===== src/rtl/pfx_ram.sv =====
// Generic single-write, single-read RAM with a registered read port.
// No dependencies.
module pfx_ram #(
  parameter int WIDTH = 32,
  parameter int DEPTH = 64
) (
  input  logic                     clk,
  input  logic                     we,
  input  logic [$clog2(DEPTH)-1:0] waddr,
  input  logic [WIDTH-1:0]         wdata,
  input  logic                     re,
  input  logic [$clog2(DEPTH)-1:0] raddr,
  output logic [WIDTH-1:0]         rdata
);

  logic [WIDTH-1:0] mem [DEPTH];

  always_ff @(posedge clk) begin
    if (we) begin
      mem[waddr] <= wdata;
    end
    if (re) begin
      rdata <= mem[raddr];
    end
  end

endmodule


===== config.mk =====
export PLATFORM = sky130hd
export DESIGN_NAME = pfx_ram
export DESIGN_NICKNAME = d
export VERILOG_FILES = /design/src/rtl/pfx_ram.sv
export SDC_FILE = /design/constraint.sdc
export NUM_CORES = 2
export LEC_CHECK = 0
export BUFFER_PORTS_ARGS = -buffer_cell sky130_fd_sc_hd__buf_2
export CORE_MARGIN = 2
export CORE_UTILIZATION = 50
export DETAILED_ROUTE_END_ITERATION = 10
export PLACE_DENSITY = 0.75
export SETUP_SLACK_MARGIN = 0.4
export SLEW_MARGIN = 20
export SYNTH_ARGS = -nofsm -noshare
export SYNTH_HDL_FRONTEND = slang
export SYNTH_SLANG_ARGS = --single-unit
export TNS_END_PERCENT = 30

===== constraint.sdc =====
create_clock -name clk -period 4.5 [get_ports clk]
set_input_delay 0.675 -clock clk [delete_from_list [all_inputs] [get_ports clk]]
set_output_delay 0.675 -clock clk [all_outputs]
set_load 0.01 [all_outputs]

# Word-level counts from Yosys, hierarchy flattened
# Memory sizes are Yosys's and may differ from the RTL's. A register that Yosys moved wholly into a read port is not among the register bits.
# Cells that the tools add are included.
totals:
  register_bits: 0
  latchBits: 0
  ramBits: 2048
  romBits: 0
  input_bits: 47
  output_inout_bits: 32
  word_cells: 3
  mem_count: 1
mem_list:
  columns: ["name", "words", "width", "read_ports", "rd_clocked_by_memory_dff", "wr", "line_no", "text"]
  rows:
  - ["mem", 64, 32, 1, 1, 1, "16", "logic [WIDTH-1:0] mem [DEPTH];"]
op_classes:
  add_sub_neg: 0
  n_mul: 0
  div_mod_pow: 0
  order_cmp: 0
  eq_ne: 0
  n_shift: 0
  mux: 2
  n_bitwise: 0
  n_reduce_logical: 0
ops:
  columns: ["cell", "n"]
  rows:
  - ["1-bit two-way mux", 2]

# Depth between registers and ports, before layout
logic_depth:
  ltp_word: 2
  depth_mapped: 10
  mapped_depth_nobuf: 5

# Least setup slack after synthesis
# No wires, ideal clock.
synth_path:
  kind: "input to register"
  from: "input waddr[3]"
  to: "memory mem[48][0], enable pin"
  setup_time_ns: 0.461
  arrival_time_ns: 3.374
  t_required_ns: 4.039
  setup_slack_ns: 0.665
  path_stages: 4
  path_buffers: 1
  path_cell_list: "clkbuf_1 > nor2b_1 > nand4b_1 > nor3_1"
synth_rtl:
  columns: ["element", "line_no", "text"]
  rows:
  - ["start: declaration", "9", "input logic [$clog2(DEPTH)-1:0] waddr,"]
  - ["end: declaration", "16", null]
# No word-level cell before the write port.

==> results.md <==
Flow run:
- The number of max-capacitance violations reported is 0.

STA:
- The sum of negative setup slack is 0 ps.
- On the final layout, the worst clock skew is 29.5 ps.
- The worst slew margin relative to its limit is 24.5%.
- The pin slew with the least headroom to its limit is 1130 ps.
- Subtracting the final worst setup slack from the clock period gives 3000 ps.
- Setup repair after global routing left no endpoint under its margin.
- The hold violation total from the final report is 0.
- The final cycle utilization of the critical path is 66.6%.
- Final hold analysis gives a worst-case slack of 268 ps.
- The number of setup violations in the final report is 0.
- For this run, the top clock speed supported by timing is 334 MHz.
- The count of pins over their slew limit is 0.

Final layout:
- The combined flip-flop and latch cell area is 0.0625 sq mm.
- The commonest non-fill, non-tap cell in the layout is sky130_fd_sc_hd__edfxtp_1.
- The multi-input combinational cells in the finished layout cover a total of 0.0160 sq mm.
- The layout overhead on the synthesized area is 13.1%.
- The number of fill cells is 10800.
- The fraction of layout cells with a size suffix above 1 is 30.1%.
- The top cell types in the final layout, fill and taps aside, are sky130_fd_sc_hd__edfxtp_1 (2080), sky130_fd_sc_hd__mux4_2 (544), sky130_fd_sc_hd__clkbuf_16 (198).
- After the last flow step, the layout net total stands at 3624.

Logic synthesis:
- Yosys mapped a number of flops with a built-in enable equal to 2080.
- The async set-reset flop share out of synthesis is 0%.
- In this run, synthesis produced a sequential element count of 2080.
- The warning count from the yosys run is 0.
- The distinct cell type count of the synthesized netlist is 33.
- Of the post-synthesis cell area, the dominant cell type holds 79.2%.
- The dominant cell type by area after synthesis is sky130_fd_sc_hd__edfxtp_1.
- After synthesis, the cell types taking the most area are sky130_fd_sc_hd__edfxtp_1 (79%), sky130_fd_sc_hd__mux4_2 (16%), sky130_fd_sc_hd__mux2i_1 (1.2%).
- After synthesis the cells add up to 0.0788 sq mm.
- Counting every instance in the synthesized netlist gives 3324.
- The average cell area after synthesis is 23.7 sq um.
- The fraction of the yosys area taken by sequential cells is 79.2%.
- The number of nets handed over by synthesis was 3371.
- The prevailing post-synth register cell is sky130_fd_sc_hd__edfxtp_1.

Critical path:
- Data arrives at the worst endpoint at 3550 ps.
- The startpoint type of the worst setup path is a primary input.
- The setup slack on the worst flop-to-flop path is 2100 ps.
- The required time at the worst-slack endpoint is 5050 ps.
- The launching element of the worst setup path is raddr[0].
- The type of destination of the critical path is a flip-flop.
- In this run the critical register-to-register path is launched from mem[19][6].
- Along the worst path, the maximum fanout reaches 48.
- The category of the critical setup timing path is in -> reg.

Global routing:
- In the global route stage, overall resource usage came out at 25.0%.
- The first global-routing pass estimated 284 mm of wire.
- Entering global routing, the biggest net connects 65 pins.
- The number of antenna violations at the first check in global routing was 14.
- The number of global-route vias before repair was 38500.
- Summed over all layers, the global routing overflow is 0.

Place:
- The placed wire-length estimate after detailed placement is 108 mm.
- The count of input and output buffers is 78.
- The congestion estimate from routability-driven global placement came to 0.828.

Routing:
- The count of nets left with antenna violations after detail routing is 0.
- The total wirelength of the detailed-routed design is 201 mm.
- After detailed routing, the number of vias per cell comes to 6.61.
- The routed wire length per instance is 34.6 um.
- The number of detailed-route iterations in the first pass is 7.
- The via total after detailed routing is 38300.
- The detailed router's first-iteration violation count is 5645.
- The total DRC errors in the routed layout is 0.

Power:
- The largest vdd supply drop is 349 uV.
- The leakage power of the design is 27.7 nW.
- The power per cell area is 442 mW/mm^2.

Clocking:
- Post-CTS timing repair inserted 0 buffers for setup.
- The H-tree generated during clock tree synthesis spans 4 levels.
- After clock tree synthesis, the flow added hold-fix buffers numbering 0.
- At the later pin of the worst-skew pair, clock insertion delay measures 830 ps.
- The clock root buffer is sky130_fd_sc_hd__clkbuf_16.
- The clock tree from TritonCTS is built.
- Once the clock tree was built, the resizer swapped 0 gates to a different size.
- TritonCTS created 193 clock buffers.
- Counting along the longest clock path gives a buffer depth of 3.
- Clock-pin slew was measured on the worst setup and hold paths at 60 ps.
- For this design, the sink count on the clock tree is 2080.

Die:
- Once the floorplan was initialized, standard cells occupied 50.4% of the core.
- In this run the vertical extent of the chip is 401 um.
- The die covers 0.161 sq mm.
- Row generation in the floorplan step produced 145 rows.
- The width of the die is 401 um.
- The total area inside the core boundary comes to 0.156 sq mm.
- The number of ports placed on the die boundary is 79.

Hold path:
- The tightest min-delay check is of the in -> reg type.
- The critical hold path startpoint is wdata[29].

Outcome:
- The run finished with clean final reports.
[area by class of cell]
| cell class | instances | area share [%] |
|---|---|---|
| Timing Repair Buffer | 240 | 2.32 |
| Clock inverter | 106 | 1.10 |
| Antenna cell | 3 | 0.00842 |
| Multi-Input combinational cell | 1062 | 17.9 |
| Sequential cell | 2080 | 70.0 |
| Clock buffer | 241 | 5.74 |
| Tap cell | 2058 | 2.89 |
[cell usage after synthesis, types with 2 or more instances]
library cell	n
sky130_fd_sc_hd__edfxtp_1	2080
sky130_fd_sc_hd__mux4_2	544
sky130_fd_sc_hd__nor2_1	137
sky130_fd_sc_hd__mux2i_1	93
sky130_fd_sc_hd__o22ai_1	84
sky130_fd_sc_hd__clkbuf_1	74
sky130_fd_sc_hd__a21oi_1	62
sky130_fd_sc_hd__buf_2	57
sky130_fd_sc_hd__o221ai_1	27
sky130_fd_sc_hd__nand2_1	26
sky130_fd_sc_hd__buf_4	25
sky130_fd_sc_hd__buf_1	21
sky130_fd_sc_hd__nor2b_1	15
sky130_fd_sc_hd__a22oi_1	12
sky130_fd_sc_hd__a311oi_1	8
sky130_fd_sc_hd__nand2b_1	8
sky130_fd_sc_hd__nor3_1	7
sky130_fd_sc_hd__buf_6	5
sky130_fd_sc_hd__nand3_1	5
sky130_fd_sc_hd__nand3b_1	5
sky130_fd_sc_hd__a41o_1	4
sky130_fd_sc_hd__and3_1	4
sky130_fd_sc_hd__o32ai_1	4
sky130_fd_sc_hd__or3_1	3
sky130_fd_sc_hd__or3b_2	3
sky130_fd_sc_hd__and2_1	2
sky130_fd_sc_hd__nand4_1	2
sky130_fd_sc_hd__or3b_1	2
[worst max-delay path, stage by stage]
cell,delay [ps]
sky130_fd_sc_hd__buf_8,520
sky130_fd_sc_hd__buf_4,490
sky130_fd_sc_hd__mux4_2,580
sky130_fd_sc_hd__mux4_2,480
sky130_fd_sc_hd__o22ai_1,640
sky130_fd_sc_hd__nor2_1,110
[final timing paths]
kind,depth (start not counted),to
worst max-delay path,6,rdata[6]
worst min register to register,4,rdata[8]
worst max register to register,4,rdata[6]
worst min-delay path,1,mem[39][29]
[logic make-up after synthesis]
family / after synthesis / share of synthesized area [%]
AO/OA/AOI/OAI: 202 / 1.67
buffers and inverters: 182 / 1.12
flip-flops: 2080 / 79.2
multiplexers: 637 / 16.7
AND/OR/NAND/NOR: 223 / 1.26
[state kept, by name (all words and copies together) (netlist names)]
register	cells
rdata	32
mem	2048
[metal layers]
metal  wire, um  GRT usage (%)  up-vias  part of all wire, %
met4       9100           10.3       20                  4.5
met1      71500           34.3    20200                   36
met2      94900           38.9     2811                   47
met5        129              0        -                0.064
met3      24900           5.92      465                   12
li1           -              -    14800                    -
[per-stage QoR]
stage | worst slack (ps) | instances | instance area, sq um | total power (W) | utilization [%]
after floorplan | 665 | 3324 | 78800 | 0.0230 | -
after global placement | 709 | 5438 | 83000 | 0.0238 | 53.1
after detailed placement | 706 | 5438 | 83000 | 0.0239 | 53.1
after CTS | 1570 | 5785 | 89100 | 0.0396 | 56.9
after global routing | 1500 | 5787 | 89200 | 0.0403 | 57.0
final | 1500 | 5790 | 89200 | 0.0394 | 57.0
[report_power, final]
group          switching (W)  internal (W)
Clock                0.00692       0.00896
Combinational        0.00120      0.000734
Sequential         0.0000806        0.0215
Total                0.00820        0.0312
Power figures use the tool's default switching activity.
